===== config.mk =====
export PLATFORM = sky130hd
export DESIGN_NAME = climate_hysteresis_controller_top_flat
export DESIGN_NICKNAME = d
export VERILOG_FILES = /design/src/hdl/chc_pkg.sv /design/src/hdl/chc_if.sv /design/src/hdl/climate_hysteresis_controller_top.sv /design/src/hdl/chc_cfg_regs.sv /design/src/hdl/chc_step.sv /design/src/flat_wrapper.sv
export SDC_FILE = /design/constraint.sdc
export NUM_CORES = 1
export LEC_CHECK = 0
export BUFFER_PORTS_ARGS = -buffer_cell sky130_fd_sc_hd__buf_2
export CORE_MARGIN = 10
export CORE_UTILIZATION = 32
export CTS_CLUSTER_DIAMETER = 120
export DETAILED_ROUTE_END_ITERATION = 16
export SYNTH_ARGS = -nofsm -noshare
export SYNTH_HDL_FRONTEND = slang
export SYNTH_HIERARCHICAL = 1
export SYNTH_SLANG_ARGS = --single-unit

===== constraint.sdc =====
create_clock -name clk -period 6.6 [get_ports clk]
set_clock_uncertainty 0.05 [all_clocks]
set_input_delay 1.32 -clock clk [delete_from_list [all_inputs] [get_ports clk]]
set_output_delay 1.32 -clock clk [all_outputs]
set_load 0.03 [all_outputs]

===== src/hdl/chc_pkg.sv =====
// Shared types and constants of the climate hysteresis controller.
package chc_pkg;

    localparam int SAMPLE_W  = 16;
    localparam int TARGET_W  = 16;
    localparam int DB_WORD_W = 48;
    localparam int MODE_W    = 6;
    localparam int CFG_IDX_W = 8;
    localparam int CFG_DATA_W = DB_WORD_W;

    typedef enum logic [CFG_IDX_W-1:0] {
        REG_COOL_TARGET    = 8'd0,
        REG_HEAT_TARGET    = 8'd1,
        REG_DEHUMID_TARGET = 8'd2,
        REG_HUMID_TARGET   = 8'd3,
        REG_CO2_TARGET     = 8'd4,
        REG_DEADBAND       = 8'd5,
        REG_MODE_FLAGS     = 8'd6,
        REG_ENABLE         = 8'd7
    } reg_index_t;

    typedef enum logic [1:0] {
        MODE_CONV = 2'd0,
        MODE_HP_O = 2'd1,
        MODE_HP_B = 2'd2,
        MODE_NONE = 2'd3
    } hvac_mode_t;

    localparam logic [DB_WORD_W-1:0] DEADBAND_RESET = 48'h0032_001E_000A;

    // Relay patterns and clear masks
    localparam logic [7:0] HVAC_COOL_CONV  = 8'h0C;
    localparam logic [7:0] HVAC_COOL_HPB   = 8'h1C;
    localparam logic [7:0] HVAC_HEAT_CONV  = 8'h14;
    localparam logic [7:0] HVAC_HEAT_HPO   = 8'h1C;
    localparam logic [7:0] HVAC_HEAT_HPB   = 8'h0C;
    localparam logic [7:0] HVAC_COOL_CLR   = 8'hF3;
    localparam logic [7:0] HVAC_COOL_CLR_B = 8'hE3;
    localparam logic [7:0] HVAC_HEAT_CLR   = 8'hEF;
    localparam logic [7:0] HVAC_HEAT_CLR_O = 8'hE7;
    localparam logic [7:0] HVAC_HEAT_CLR_B = 8'hF7;
    localparam logic [7:0] HVAC_COMP_BIT   = 8'h08;

    typedef struct packed {
        logic [TARGET_W-1:0] cool_target;
        logic [TARGET_W-1:0] heat_target;
        logic [TARGET_W-1:0] dehumid_target;
        logic [TARGET_W-1:0] humid_target;
        logic [TARGET_W-1:0] co2_target;
        logic [TARGET_W-1:0] temp_db;
        logic [TARGET_W-1:0] humid_db;
        logic [TARGET_W-1:0] co2_db;
        logic                link;
        logic                co2_cool_lock;
        logic                co2_dehum_lock;
        logic                fuzzy;
        hvac_mode_t          mode;
        logic                enable;
    } ctrl_cfg_t;

    typedef struct packed {
        logic       cooler;
        logic       heater;
        logic       dehumid;
        logic       humid;
        logic       co2;
        logic [7:0] hvac;
    } ctrl_state_t;

    typedef struct packed {
        logic [SAMPLE_W-1:0] temp;
        logic [SAMPLE_W-1:0] humid;
        logic [SAMPLE_W-1:0] co2;
        logic                day;
    } sample_t;

endpackage


===== src/hdl/chc_if.sv =====
// Channel interfaces: sensor samples, controller results, register writes.
interface chc_sample_if;
    logic                         valid;
    logic                         ready;
    logic [chc_pkg::SAMPLE_W-1:0] temp_now;
    logic [chc_pkg::SAMPLE_W-1:0] humid_now;
    logic [chc_pkg::SAMPLE_W-1:0] co2_now;
    logic                         daytime;

    modport source (output valid, temp_now, humid_now, co2_now, daytime, input ready);
    modport sink (input valid, temp_now, humid_now, co2_now, daytime, output ready);
endinterface

interface chc_result_if;
    logic       valid;
    logic       ready;
    logic       cooler_on;
    logic       heater_on;
    logic       dehumidifier_on;
    logic       humidifier_on;
    logic       co2_valve_on;
    logic [7:0] hvac_relays;

    modport source (output valid, cooler_on, heater_on, dehumidifier_on, humidifier_on,
                    co2_valve_on, hvac_relays, input ready);
    modport sink (input valid, cooler_on, heater_on, dehumidifier_on, humidifier_on,
                  co2_valve_on, hvac_relays, output ready);
endinterface

interface chc_cfg_if;
    logic                           valid;
    logic                           ready;
    logic [chc_pkg::CFG_IDX_W-1:0]  index;
    logic [chc_pkg::CFG_DATA_W-1:0] data;

    modport source (output valid, index, data, input ready);
    modport sink (input valid, index, data, output ready);
endinterface


===== src/hdl/climate_hysteresis_controller_top.sv =====
// Climate hysteresis controller: sample register, state/result register, config registers.
//
// Each sample set (temperature, humidity, CO2, daytime) is taken into an input
// register; once the result slot is free, the hysteresis logic updates the device
// states and relay byte in the state register, which form the result. One sample
// set is accepted every cycle while the result is not stalled; a stalled result
// holds the input side only once the input register is also full. Register writes
// take effect at once and are meant for times when no sample is in flight. Only the
// low SAMPLE_BITS bits (at most SAMPLE_W) of each reading are used.
module climate_hysteresis_controller_top
#(
    parameter int SAMPLE_BITS = 16
)
(
    input  logic         clk,
    input  logic         rst_n,
    chc_sample_if.sink   sample,
    chc_result_if.source result,
    chc_cfg_if.sink      cfg
);
    import chc_pkg::*;

    localparam int KEEP_W = (SAMPLE_BITS < SAMPLE_W) ? SAMPLE_BITS : SAMPLE_W;

    ctrl_cfg_t   cfg_cur;
    ctrl_state_t state_reg;
    ctrl_state_t state_next;
    sample_t     smp;

    logic              in_valid_reg;
    logic [KEEP_W-1:0] temp_reg;
    logic [KEEP_W-1:0] humid_reg;
    logic [KEEP_W-1:0] co2_reg;
    logic              day_reg;
    logic              out_valid_reg;
    logic              advance;

    chc_cfg_regs u_cfg_regs
    (
        .clk     (clk),
        .rst_n   (rst_n),
        .cfg     (cfg),
        .cfg_out (cfg_cur)
    );

    assign smp.temp  = SAMPLE_W'(temp_reg);
    assign smp.humid = SAMPLE_W'(humid_reg);
    assign smp.co2   = SAMPLE_W'(co2_reg);
    assign smp.day   = day_reg;

    chc_step u_step
    (
        .cfg (cfg_cur),
        .cur (state_reg),
        .smp (smp),
        .nxt (state_next)
    );

    // Move the held sample into the state register when the result slot frees.
    assign advance      = in_valid_reg && (!out_valid_reg || result.ready);
    assign sample.ready = !in_valid_reg || advance;

    always_ff @(posedge clk or negedge rst_n)
    begin
        if (!rst_n)
        begin
            in_valid_reg  <= 1'b0;
            out_valid_reg <= 1'b0;
            state_reg     <= '0;
        end
        else
        begin
            if (sample.ready)
                in_valid_reg <= sample.valid;
            if (advance)
            begin
                out_valid_reg <= 1'b1;
                state_reg     <= state_next;
            end
            else if (result.ready)
                out_valid_reg <= 1'b0;
        end
    end

    always_ff @(posedge clk)
    begin
        if (sample.valid && sample.ready)
        begin
            temp_reg  <= sample.temp_now[KEEP_W-1:0];
            humid_reg <= sample.humid_now[KEEP_W-1:0];
            co2_reg   <= sample.co2_now[KEEP_W-1:0];
            day_reg   <= sample.daytime;
        end
    end

    assign result.valid           = out_valid_reg;
    assign result.cooler_on       = state_reg.cooler;
    assign result.heater_on       = state_reg.heater;
    assign result.dehumidifier_on = state_reg.dehumid;
    assign result.humidifier_on   = state_reg.humid;
    assign result.co2_valve_on    = state_reg.co2;
    assign result.hvac_relays     = state_reg.hvac;

endmodule


===== src/hdl/chc_cfg_regs.sv =====
// Configuration register file with field unpacking.
module chc_cfg_regs
(
    input  logic              clk,
    input  logic              rst_n,
    chc_cfg_if.sink           cfg,
    output chc_pkg::ctrl_cfg_t cfg_out
);
    import chc_pkg::*;

    logic [TARGET_W-1:0]  cool_target_reg;
    logic [TARGET_W-1:0]  heat_target_reg;
    logic [TARGET_W-1:0]  dehumid_target_reg;
    logic [TARGET_W-1:0]  humid_target_reg;
    logic [TARGET_W-1:0]  co2_target_reg;
    logic [DB_WORD_W-1:0] deadband_reg;
    logic [MODE_W-1:0]    mode_flags_reg;
    logic                 enable_reg;

    assign cfg.ready = 1'b1;

    always_ff @(posedge clk or negedge rst_n)
    begin
        if (!rst_n)
        begin
            cool_target_reg    <= '0;
            heat_target_reg    <= '0;
            dehumid_target_reg <= '0;
            humid_target_reg   <= '0;
            co2_target_reg     <= '0;
            deadband_reg       <= DEADBAND_RESET;
            mode_flags_reg     <= '0;
            enable_reg         <= 1'b1;
        end
        else if (cfg.valid)
        begin
            case (reg_index_t'(cfg.index))
                REG_COOL_TARGET:    cool_target_reg    <= cfg.data[TARGET_W-1:0];
                REG_HEAT_TARGET:    heat_target_reg    <= cfg.data[TARGET_W-1:0];
                REG_DEHUMID_TARGET: dehumid_target_reg <= cfg.data[TARGET_W-1:0];
                REG_HUMID_TARGET:   humid_target_reg   <= cfg.data[TARGET_W-1:0];
                REG_CO2_TARGET:     co2_target_reg     <= cfg.data[TARGET_W-1:0];
                REG_DEADBAND:       deadband_reg       <= cfg.data[DB_WORD_W-1:0];
                REG_MODE_FLAGS:     mode_flags_reg     <= cfg.data[MODE_W-1:0];
                REG_ENABLE:         enable_reg         <= cfg.data[0];
                default:            ;
            endcase
        end
    end

    always_comb
    begin
        cfg_out.cool_target    = cool_target_reg;
        cfg_out.heat_target    = heat_target_reg;
        cfg_out.dehumid_target = dehumid_target_reg;
        cfg_out.humid_target   = humid_target_reg;
        cfg_out.co2_target     = co2_target_reg;
        cfg_out.temp_db        = deadband_reg[15:0];
        cfg_out.humid_db       = deadband_reg[31:16];
        cfg_out.co2_db         = deadband_reg[47:32];
        cfg_out.link           = mode_flags_reg[0];
        cfg_out.co2_cool_lock  = mode_flags_reg[1];
        cfg_out.co2_dehum_lock = mode_flags_reg[2];
        cfg_out.fuzzy          = mode_flags_reg[3];
        cfg_out.mode           = hvac_mode_t'(mode_flags_reg[5:4]);
        cfg_out.enable         = enable_reg;
    end

endmodule


===== src/hdl/chc_step.sv =====
// Next-state logic: temperature, humidity and CO2 hysteresis for one sample set.
module chc_step
(
    input  chc_pkg::ctrl_cfg_t   cfg,
    input  chc_pkg::ctrl_state_t cur,
    input  chc_pkg::sample_t     smp,
    output chc_pkg::ctrl_state_t nxt
);
    import chc_pkg::*;

    // Compares are rearranged so every operand stays non-negative.
    logic [17:0] temp_lim;
    logic [17:0] humid_lim;
    logic        temp_run;
    logic        humid_run;

    assign temp_lim  = 18'(cfg.heat_target) + 18'({cfg.temp_db, 1'b0});
    assign humid_lim = 18'(cfg.humid_target) + 18'({cfg.humid_db, 1'b0});
    assign temp_run  = !(18'(cfg.cool_target) < temp_lim);
    assign humid_run = !(18'(cfg.dehumid_target) < humid_lim);

    always_comb
    begin
        ctrl_state_t s;
        logic        blocked;
        s = cur;
        blocked = 1'b0;

        if (cfg.enable)
        begin
            // temperature
            if (temp_run)
            begin
                if (smp.day)
                begin
                    if (smp.temp >= cfg.cool_target)
                    begin
                        s.cooler = 1'b1;
                        case (cfg.mode)
                            MODE_CONV, MODE_HP_O: s.hvac = HVAC_COOL_CONV;
                            MODE_HP_B:            s.hvac = HVAC_COOL_HPB;
                            default:              ;
                        endcase
                    end
                    else if (17'(smp.temp) + 17'(cfg.temp_db) <= 17'(cfg.cool_target))
                    begin
                        s.cooler = 1'b0;
                        case (cfg.mode)
                            MODE_CONV, MODE_HP_O: s.hvac = s.hvac & HVAC_COOL_CLR;
                            MODE_HP_B:            s.hvac = s.hvac & HVAC_COOL_CLR_B;
                            default:              ;
                        endcase
                    end

                    if (smp.temp <= cfg.heat_target)
                    begin
                        s.heater = 1'b1;
                        case (cfg.mode)
                            MODE_CONV: s.hvac = HVAC_HEAT_CONV;
                            MODE_HP_O: s.hvac = HVAC_HEAT_HPO;
                            MODE_HP_B: s.hvac = HVAC_HEAT_HPB;
                            default:   ;
                        endcase
                    end
                    else if (17'(smp.temp) >= 17'(cfg.heat_target) + 17'(cfg.temp_db))
                    begin
                        s.heater = 1'b0;
                        case (cfg.mode)
                            MODE_CONV: s.hvac = s.hvac & HVAC_HEAT_CLR;
                            MODE_HP_O: s.hvac = s.hvac & HVAC_HEAT_CLR_O;
                            MODE_HP_B: s.hvac = s.hvac & HVAC_HEAT_CLR_B;
                            default:   ;
                        endcase
                    end
                end
                if (cfg.link)
                    s.dehumid = s.cooler;
            end

            // humidity
            if (humid_run)
            begin
                if (smp.day)
                begin
                    if (smp.humid >= cfg.dehumid_target)
                        s.dehumid = 1'b1;
                    else if (17'(smp.humid) + 17'(cfg.humid_db)
                             <= 17'(cfg.dehumid_target))
                        s.dehumid = 1'b0;

                    if (smp.humid <= cfg.humid_target)
                        s.humid = 1'b1;
                    else if (17'(smp.humid) >= 17'(cfg.humid_target) + 17'(cfg.humid_db))
                        s.humid = 1'b0;
                end
                if (cfg.link)
                    s.cooler = s.dehumid;
            end

            // CO2
            if (smp.day && !cfg.fuzzy)
            begin
                blocked = (cfg.co2_dehum_lock && s.dehumid) ||
                          (cfg.co2_cool_lock && (s.cooler || ((s.hvac & HVAC_COMP_BIT) != '0)));
                if (smp.co2 <= cfg.co2_target)
                    s.co2 = !blocked;
                else if (17'(smp.co2) >= 17'(cfg.co2_target) + 17'(cfg.co2_db))
                    s.co2 = 1'b0;
            end
        end

        nxt = s;
    end

endmodule


===== src/flat_wrapper.sv =====
// flat-port wrapper written by rule: the top's interface ports become plain ports
module climate_hysteresis_controller_top_flat import chc_pkg::*;
#(
    parameter int SAMPLE_BITS = 16
)
  (clk, rst_n, sample_valid, sample_temp_now, sample_humid_now, sample_co2_now, sample_daytime, sample_ready, result_valid, result_cooler_on, result_heater_on, result_dehumidifier_on, result_humidifier_on, result_co2_valve_on, result_hvac_relays, result_ready, cfg_valid, cfg_index, cfg_data, cfg_ready);
  chc_sample_if sample_i ();
  chc_result_if result_i ();
  chc_cfg_if cfg_i ();
  input  logic clk;
  input  logic rst_n;
  input wire logic [$bits(sample_i.valid)-1:0] sample_valid;
  input wire logic [$bits(sample_i.temp_now)-1:0] sample_temp_now;
  input wire logic [$bits(sample_i.humid_now)-1:0] sample_humid_now;
  input wire logic [$bits(sample_i.co2_now)-1:0] sample_co2_now;
  input wire logic [$bits(sample_i.daytime)-1:0] sample_daytime;
  output wire logic [$bits(sample_i.ready)-1:0] sample_ready;
  output wire logic [$bits(result_i.valid)-1:0] result_valid;
  output wire logic [$bits(result_i.cooler_on)-1:0] result_cooler_on;
  output wire logic [$bits(result_i.heater_on)-1:0] result_heater_on;
  output wire logic [$bits(result_i.dehumidifier_on)-1:0] result_dehumidifier_on;
  output wire logic [$bits(result_i.humidifier_on)-1:0] result_humidifier_on;
  output wire logic [$bits(result_i.co2_valve_on)-1:0] result_co2_valve_on;
  output wire logic [$bits(result_i.hvac_relays)-1:0] result_hvac_relays;
  input wire logic [$bits(result_i.ready)-1:0] result_ready;
  input wire logic [$bits(cfg_i.valid)-1:0] cfg_valid;
  input wire logic [$bits(cfg_i.index)-1:0] cfg_index;
  input wire logic [$bits(cfg_i.data)-1:0] cfg_data;
  output wire logic [$bits(cfg_i.ready)-1:0] cfg_ready;
  assign sample_i.valid = sample_valid;
  assign sample_i.temp_now = sample_temp_now;
  assign sample_i.humid_now = sample_humid_now;
  assign sample_i.co2_now = sample_co2_now;
  assign sample_i.daytime = sample_daytime;
  assign sample_ready = sample_i.ready;
  assign result_valid = result_i.valid;
  assign result_cooler_on = result_i.cooler_on;
  assign result_heater_on = result_i.heater_on;
  assign result_dehumidifier_on = result_i.dehumidifier_on;
  assign result_humidifier_on = result_i.humidifier_on;
  assign result_co2_valve_on = result_i.co2_valve_on;
  assign result_hvac_relays = result_i.hvac_relays;
  assign result_i.ready = result_ready;
  assign cfg_i.valid = cfg_valid;
  assign cfg_i.index = cfg_index;
  assign cfg_i.data = cfg_data;
  assign cfg_ready = cfg_i.ready;
  climate_hysteresis_controller_top #(.SAMPLE_BITS(SAMPLE_BITS)) u_core (.clk(clk), .rst_n(rst_n), .sample(sample_i), .result(result_i), .cfg(cfg_i));
endmodule

==> results.cfg, run 1 <==
[clocking]
post_cts_resized = 0
cts_buffers = 17
cts_tree = built
cts.path.max_buffers = 2
worst_skew_pair.late_latency_ns = 0.47
hold_buffers = 0
htreeDepth = 4
cts.sinks = 199
cts_setup_buffers = 0
cts.clk_slew.worst_paths_ns = 0.08
clock-root-buffer = clkbuf_16

[sta]
tightestPinTransition_ns = 0.962
rsz0062_at_grt = false
clock.fmax_mhz = 180
fin_crit_ns = 5.56
setup_viol = 0
fin_setup_tns_ns = 0
drv_slew = 0
hold_viol_final = 0
layout_setup_ws_ns = 1.04
maxSlewHeadroom_pct = 35.9
fin_crit_sh_pct = 84.2

[floorplanning]
die-width_um = 248
fp.dieH_um = 248
ioPinCount = 126
initial_core_util_pct = 32.4
die_area_mm2 = 0.0617
coreArea_mm2 = 0.0515
rows = 83

[grt]
grt.total_usage_pct = 15.3
antenna_found_initial = 7
grt_pass1_vias = 13200
grt_first_pass_wirelength_um = 73400
grt-ovfl-total = 0
grt_max_degree = 100

[synth]
syn_nets = 2046
synth_most_common_cell = ha_1
synth_area_leaders = ha_1, dfrtp_1, mux2_2, edfxtp_1, inv_1
yosysTopAreaCellShare_pct = 22.8
synthCells = 1625
synth_compound_area_share_pct = 16.3
synth_top_family_by_area = adder cells
yosysTopAreaCell = ha_1
avgSynthCellArea_um2 = 10.3
synth_adder_area_share_pct = 23.6
synth_edf_count = 49
yosys_register_bits = 199
async_flop_share_pct = 75.4
synth.distinct_cells = 88
ys.flop_type = dfrtp_1
synth_common_cells = ha_1, inv_1, dfrtp_1
ys_seq_area_share_pct = 31.4
synthXorXnorAreaFrac_pct = 4.67
synthMuxAreaShare_pct = 10.3
yosysWarnings = 6
synthSimpleGateAreaFrac_pct = 9.83
syn_area_mm2 = 0.0167

[worst_setup_path]
cp-startpoint = u_core/u_cfg_regs/deadband_reg[1]
timing.rr.start = u_core/u_cfg_regs/deadband_reg[1]
cp_data_arrival_time_ns = 5.86
r2r_cells = 21
crit_type = reg -> reg
critPathRequiredTime_ns = 6.90
r2r-end = u_core/result.co2_valve_on
cp_slowest_stage_delay_ns = 0.64
worstPathMaxFanout = 7
cp-start-kind = flip-flop
setup.worst_path.end_class = flip-flop
slowest_stage = dfstp_2
cp_common_cell = a21oi_1
ff2ff_setup_slack_ns = 1.04
path_cells = ha_1, a21o_1, a21oi_1, o21bai_1, a211oi_1, o31ai_1, nor4_1, nor3_1, a211o_1, a21oi_1, xor2_1, ha_1, or4_1, a31oi_1, a2111oi_0, a21oi_1, a211oi_1, o21ai_0, a22oi_1, o31a_1, mux2_4

[drt]
firstDrtPassIters = 5
vias = 12900
drtIter0Drc = 646
wl_per_cell_um = 19.0
drc = 0
drt-total-wl_um = 46700
viasPerCell = 5.25
final_antenna_net_count = 0

[min_path]
holdPathStages = 1
min_to = u_core/u_cfg_regs/mode_flags_reg[1]
hold_path.class = reg -> reg
min_from = u_core/u_cfg_regs/mode_flags_reg[1]

[run]
cap_violations = 0

[final_layout]
final_layout_size_suffix_gt1_share_pct = 19.3
syn_to_final_growth_pct = 12.0
final_area_mm2 = 0.0187
multi_input_comb_area_mm2 = 0.0108
num-fill-cells = 5203
regArea_mm2 = 0.00524
nets = 2178
largest_register_ffs = 48

[pwr]
peakVddDrop_v = 0.000212
powerDensity_mw_per_mm2 = 184
p_leak_nw = 8.87

[run_status]
outcome = completed

[place]
postPlaceCellArea_mm2 = 0.0181
dp_hpwl_um = 37900
portBuffers = 124
dp_slack_ns = 1.14
gp_congestion = 0.912
==> report_power, final <==
part | switching, mW | internal, mW | total, mW
Combinational | 0.525 | 0.401 | 0.926
Sequential | 0.0999 | 1.34 | 1.44
Clock | 0.536 | 0.522 | 1.06
Total | 1.16 | 2.27 | 3.43
==> worst max-delay path, delay by kind of cell (launching register included) <==
kind	cells	cell delay [ns]
simple gates	3	0.83
compound gates	14	3.10
flops	1	0.64
mux	1	0.26
xor+xnor	1	0.09
fa+ha+maj	2	0.47
==> stage by stage <==
stage                     utilization (%)  power, mW  hold WS (ns)  std cells
after detailed placement             35.1       2.38         0.450       2418
after floorplan                         -       2.07         0.429       1625
after global routing                 36.3       3.64         0.486       2450
after global placement               35.1       2.36         0.445       2418
final                                36.3       3.43         0.462       2452
after CTS                            36.3       3.46         0.469       2450
==> how the worst max path moves through the flow <==
stage	slack [ns]	end	depth (start not counted)
2_1_floorplan	1.84	u_core/result.hvac_relays[4]	21
3_3_place_gp	1.22	u_core/result.co2_valve_on	21
3_5_place_dp	1.14	u_core/result.co2_valve_on	21
4_1_cts	1.09	u_core/result.co2_valve_on	21
5_1_grt	0.61	u_core/result.co2_valve_on	21
6_report	1.04	u_core/result.co2_valve_on	21
==> metal layers <==
metal | vias to the layer above | track usage [%] | share of wire, % | wire (µm)
met1 | 6171 | 19.9 | 47 | 21900
met5 | - | 0 | 0.13 | 62
li1 | 6313 | - | - | -
met2 | 309 | 24.4 | 45 | 21100
met3 | 66 | 3.37 | 5.4 | 2510
met4 | 8 | 5.56 | 2.5 | 1150
==> cell usage in the layout, fill, tap and decap left out, types with 6 or more instances in the layout <==
| cell type | instances |
|---|---|
| a2111oi_0 | 6 |
| a211o_1 | 7 |
| a211oi_1 | 19 |
| a21o_1 | 42 |
| a21oi_1 | 106 |
| a31oi_1 | 9 |
| and2_1 | 11 |
| and3_1 | 9 |
| buf_2 | 123 |
| clkbuf_16 | 18 |
| dfrtp_1 | 140 |
| dfstp_2 | 10 |
| edfxtp_1 | 49 |
| fa_1 | 7 |
| ha_1 | 304 |
| inv_1 | 144 |
| mux2_2 | 139 |
| mux2_4 | 10 |
| nand2_1 | 35 |
| nand2b_1 | 14 |
| nand3_1 | 32 |
| nand4_1 | 29 |
| nor2_1 | 86 |
| nor2b_1 | 26 |
| nor3_1 | 31 |
| o2111ai_1 | 6 |
| o211ai_1 | 12 |
| o21a_1 | 31 |
| o21ai_0 | 67 |
| o21ai_1 | 15 |
| o21bai_1 | 23 |
| o31ai_1 | 14 |
| xnor2_1 | 48 |
| xor2_1 | 41 |
==> cell type report <==
type	count	share of cell area, %
Tap cell	680	4.55
Inverter	144	2.89
Multi-Input combinational cell	1267	57.8
Sequential cell	199	28.0
Antenna cell	2	0.0268
Clock buffer	18	2.41
Clock inverter	14	0.723
Timing Repair Buffer	128	3.52
==> kinds of logic (layout without fill, tap and decap cells) <==
family	after synthesis	after routing
AO/OA/AOI/OAI	408	408
adder cells (fa/ha/maj)	311	311
AND/OR/NAND/NOR	309	309
flip-flops	199	199
buffers and inverters	159	304
multiplexers	149	149
XOR/XNOR	89	89
other	1	3
Power figures use the tool's default switching activity.
==> inputs of run 2 (changes only) <==
==> constraint.sdc (replaced) <==
create_clock -name clk -period 5.48 [get_ports clk]
set_clock_uncertainty 0.05 [all_clocks]
set_input_delay 1.096 -clock clk [delete_from_list [all_inputs] [get_ports clk]]
set_output_delay 1.096 -clock clk [all_outputs]
set_load 0.03 [all_outputs]
==> results.cfg, run 2 (synthesized netlist as in run 1, its figures left out) <==
[sta]
tightestPinTransition_ns = 0.892
hold_viol_final = 0
layout_setup_ws_ns = 0.301
rsz0062_at_grt = false
fin_crit_ns = 5.18
fin_crit_sh_pct = 94.5
fin_hold_ws_ns = 0.473
setup_viol = 0
clock.fmax_mhz = 193
drv_slew = 0
fin_setup_tns_ns = 0
maxSlewHeadroom_pct = 40.4

[grt]
grt-ovfl-total = 0
antenna_found_initial = 6
grt_pass1_vias = 13200
grtUsageMet2_pct = 24.5
grt_first_pass_wirelength_um = 72800
globalRoute.busiestLayer = met2
grt_use_met3_pct = 2.47
grt.total_usage_pct = 15.1
grt_use_met1_pct = 20.3
grt_max_degree = 71

[drt]
viasPerCell = 5.22
wl_per_cell_um = 18.8
vias = 12800
firstDrtPassIters = 5
final_antenna_net_count = 0
drc = 0
drt-total-wl_um = 46200
drtIter0Drc = 680

[worst_setup_path]
worstPathMaxFanout = 7
setup.worst_path.end_class = flip-flop
cp_data_arrival_time_ns = 5.48
cp-start-kind = flip-flop
crit_type = reg -> reg
critPathRequiredTime_ns = 5.78

[final_layout]
final_layout_size_suffix_gt1_share_pct = 19.8
final_area_mm2 = 0.0188
fin_cells = 2455
utilization_pct = 36.4
largest_register_ffs = 48
layout_commonest_cell = ha_1
nets = 2182
layout_common_cells = ha_1, inv_1, dfrtp_1
syn_to_final_growth_pct = 12.4

[min_path]
hold_path.class = reg -> reg

[run_status]
outcome = completed

[clocking]
htreeDepth = 4
cts_tree = built
clock-root-buffer = clkbuf_16
cts.sinks = 199
cts_buffers = 17
cts.clk_slew.worst_paths_ns = 0.08
hold_buffers = 0
cts.path.max_buffers = 2
worst_skew_pair.late_latency_ns = 0.46

[floorplanning]
fp.dieH_um = 248
rows = 83
die_area_mm2 = 0.0617
coreArea_mm2 = 0.0515
initial_core_util_pct = 32.4
die-width_um = 248
ioPinCount = 126

[place]
dp.cells = 2422
dp_hpwl_um = 37600
postPlaceCellArea_mm2 = 0.0181
dp_slack_ns = 0.155
portBuffers = 124
gp_congestion = 0.931

[pwr]
powerDensity_mw_per_mm2 = 220
peakVddDrop_v = 0.000251
p_leak_nw = 8.91
power.total_mw = 4.14

[run]
cap_violations = 0
[run 2: critical path, cell delays in order (launching register included)]
cell	delay [ns]
dfstp_2	0.63
ha_1	0.26
a21o_1	0.17
a21oi_1	0.24
o21bai_1	0.14
a211oi_2	0.27
o31ai_1	0.14
nor4_1	0.19
nor3_1	0.15
a211o_1	0.28
a21oi_1	0.17
xor2_1	0.09
ha_1	0.21
or4_1	0.48
a31oi_1	0.21
a2111oi_0	0.15
a21oi_1	0.17
buf_4	0.17
a211oi_1	0.07
o21ai_1	0.21
a22oi_1	0.09
o31a_1	0.24
mux2_4	0.26
[run 2: report_power, final]
| group | internal (mW) | switching (mW) |
|---|---|---|
| clock | 0.642 | 0.632 |
| sequential | 1.62 | 0.120 |
| combinational | 0.491 | 0.631 |
[run 2: final cells by class]
cell class                 count  area (µm²)
antenna                        1        2.50
clock buffer                  19         464
clock inverter                13         125
fill                        5224       32800
inverter                     144         541
multi-input combinational   1267       10800
sequential                   199        5240
tap                          680         851
timing repair buffer         132         687
[run 2: timing repair]
item,CTS,global route
setup buffers,0,0
resized for setup,0,8
setup endpoints to repair,0,5
[run 2: worst paths after layout]
kind	start	to	slack, ns	cells after the start
setup / recovery	u_core/u_cfg_regs/deadband_reg[1]	u_core/result.co2_valve_on	0.30	22
hold / removal	u_core/u_cfg_regs/deadband_reg[44]	u_core/u_cfg_regs/deadband_reg[44]	0.47	1
setup reg to reg	u_core/u_cfg_regs/deadband_reg[1]	u_core/result.co2_valve_on	0.30	22
hold reg to reg	u_core/u_cfg_regs/deadband_reg[44]	u_core/u_cfg_regs/deadband_reg[44]	0.47	1
max in group asynchronous	rst_n	u_core/u_cfg_regs/heat_target_reg[10]	3.67	2
min in group asynchronous	rst_n	u_core/u_cfg_regs/deadband_reg[28]	0.62	1
[run 2: routing by layer]
metal / vias up / part of all wire (%)
met4: 8 / 1.9
met1: 6157 / 48
met2: 271 / 45
met3: 58 / 4.1
met5: - / 0.095
li1: 6314 / -
==> inputs of run 3 (changes only) <==
--- a/config.mk
+++ b/config.mk
@@ -12,5 +12,4 @@
 export DETAILED_ROUTE_END_ITERATION = 16
 export SYNTH_ARGS = -nofsm -noshare
 export SYNTH_HDL_FRONTEND = slang
-export SYNTH_HIERARCHICAL = 1
 export SYNTH_SLANG_ARGS = --single-unit
==> results.cfg, run 3 <==
[run_status]
outcome = completed

[synth]
ys.flop_type = dfrtp_1
yosysTopAreaCell = ha_1
synth.distinct_cells = 76
syn_area_mm2 = 0.0163
synth_compound_area_share_pct = 17.7
synthCells = 1687
synthSimpleGateAreaFrac_pct = 11.9
yosysTopAreaCellShare_pct = 23.3
synth_most_common_cell = ha_1
async_flop_share_pct = 75.4
synth_top_family_by_area = adder cells
synth_area_leaders = ha_1, dfrtp_1, edfxtp_1, mux2_2, o21ai_0
synth_adder_area_share_pct = 24.2
avgSynthCellArea_um2 = 9.66
synthMuxAreaShare_pct = 5.58
syn_nets = 2108
synthXorXnorAreaFrac_pct = 4.73
synth_common_cells = ha_1, dfrtp_1, inv_1
yosys_register_bits = 199
yosysWarnings = 0
ys_seq_area_share_pct = 32.1
synth_edf_count = 49

[sta]
setup_viol = 0
tightestPinTransition_ns = 0.984
layout_setup_ws_ns = 0.541
fin_crit_ns = 4.94
fin_setup_tns_ns = 0
fin_crit_sh_pct = 90.1
rsz0062_at_grt = false
fin_hold_ws_ns = 0.439
maxSlewHeadroom_pct = 34.4
clock.fmax_mhz = 202
drv_slew = 0
hold_viol_final = 0

[final_layout]
layout_common_cells = ha_1, dfrtp_1, inv_1
final_layout_size_suffix_gt1_share_pct = 15.0
num-fill-cells = 5094
largest_register_ffs = 48
utilization_pct = 36.6
final_area_mm2 = 0.0184
multi_input_comb_area_mm2 = 0.0105
nets = 2242
regArea_mm2 = 0.00524
layout_commonest_cell = ha_1
syn_to_final_growth_pct = 12.8

[clocking]
worst_skew_pair.late_latency_ns = 0.50
cts.clk_slew.worst_paths_ns = 0.08
hold_buffers = 0
cts.path.max_buffers = 2
cts.sinks = 199
clock-root-buffer = clkbuf_16
cts_tree = built
cts_buffers = 17
htreeDepth = 4

[floorplanning]
initial_core_util_pct = 32.4
fp.dieH_um = 246
coreArea_mm2 = 0.0503
rows = 82
die-width_um = 246
ioPinCount = 126
die_area_mm2 = 0.0604

[pwr]
peakVddDrop_v = 0.000267
powerDensity_mw_per_mm2 = 256
p_leak_nw = 8.97

[grt]
grt_max_degree = 151
grt_first_pass_wirelength_um = 72800
grt.total_usage_pct = 15.5
antenna_found_initial = 1
grt_pass1_vias = 13300
grt-ovfl-total = 0

[place]
dp_hpwl_um = 37500
postPlaceCellArea_mm2 = 0.0178
dp_slack_ns = 0.407
gp_congestion = 0.874
portBuffers = 124

[worst_setup_path]
cp_data_arrival_time_ns = 5.30
setup.worst_path.end_class = flip-flop
worstPathMaxFanout = 5
critPathRequiredTime_ns = 5.84
cp-start-kind = flip-flop
crit_type = reg -> reg

[min_path]
hold_path.class = reg -> reg

[drt]
vias = 13000
drc = 0
drtIter0Drc = 702
firstDrtPassIters = 5
viasPerCell = 5.18
wl_per_cell_um = 18.4
drt-total-wl_um = 46100
final_antenna_net_count = 0

[run]
cap_violations = 0
[run 3: final timing paths]
| path | cells past startpoint | slack [ns] | end | start |
|---|---|---|---|---|
| max | 22 | 0.54 | u_core.result.co2_valve_on | u_core.humid_reg[1] |
| min | 1 | 0.44 | u_core.result.hvac_relays[6] | u_core.result.hvac_relays[6] |
| max reg2reg | 22 | 0.54 | u_core.result.co2_valve_on | u_core.humid_reg[1] |
| min reg2reg | 1 | 0.44 | u_core.result.hvac_relays[6] | u_core.result.hvac_relays[6] |
| max in group asynchronous | 2 | 3.98 | u_core.u_cfg_regs.deadband_reg[45] | rst_n |
| min in group asynchronous | 2 | 0.58 | u_core.u_cfg_regs.deadband_reg[23] | rst_n |
[run 3: per-layer routing]
layer,vias to the layer above,track usage (%),part of all wire (%)
li1,6445,-,-
met1,6244,19.9,46
met2,245,25.5,47
met3,50,3.24,4.4
met4,0,4.68,2.1
met5,-,0,0
[run 3: cells by family (layout without fill, tap and decap cells)]
logic type / Yosys count / in the layout
flops: 199 / 199
other cells: 1 / 2
buf+inv: 160 / 307
xor+xnor: 88 / 88
simple gates: 396 / 396
compound gates: 451 / 451
mux: 81 / 81
fa+ha+maj: 311 / 311
[run 3: what timing repair did]
action,CTS,global route
setup buffers,0,3
resized for setup,0,2
setup endpoints to repair,0,2
[run 3: cell type report]
type | count | share of cell area, %
Multi-Input combinational cell | 1328 | 57.0
Sequential cell | 199 | 28.5
Tap cell | 672 | 4.57
Timing Repair Buffer | 137 | 4.01
Inverter | 138 | 2.82
Clock buffer | 18 | 2.33
Clock inverter | 14 | 0.782
Antenna cell | 1 | 0.0136
[run 3: critical path, cell delays in order (launching register included)]
cell       delay, ns
edfxtp_1        0.51
ha_1            0.34
a21o_1          0.16
a21oi_1         0.23
nor2b_1         0.08
o21a_1          0.19
nor3_2          0.17
o31ai_1         0.13
o41ai_1         0.25
buf_4           0.18
o2111ai_1       0.12
a21oi_1         0.20
xnor2_1         0.08
ha_1            0.20
a2111oi_0       0.34
o21ai_0         0.19
a2111oi_1       0.29
o31ai_1         0.15
a41o_1          0.26
nand3b_1        0.16
o2bb2ai_1       0.16
and3_4          0.18
a311oi_2        0.22
[run 3: power by group]
part	total [mW]	switching (mW)	internal [mW]	leakage [nW]
logic	1.69	0.957	0.735	6.47
clock network	1.28	0.673	0.603	0.281
registers	1.73	0.112	1.62	2.23
[run 3: metrics by stage]
stage	cells	total power [mW]
global placement	2471	3.40
floorplan	1687	2.95
global route	2506	5.06
detailed placement	2471	3.45
finish	2507	4.70
CTS	2503	4.75
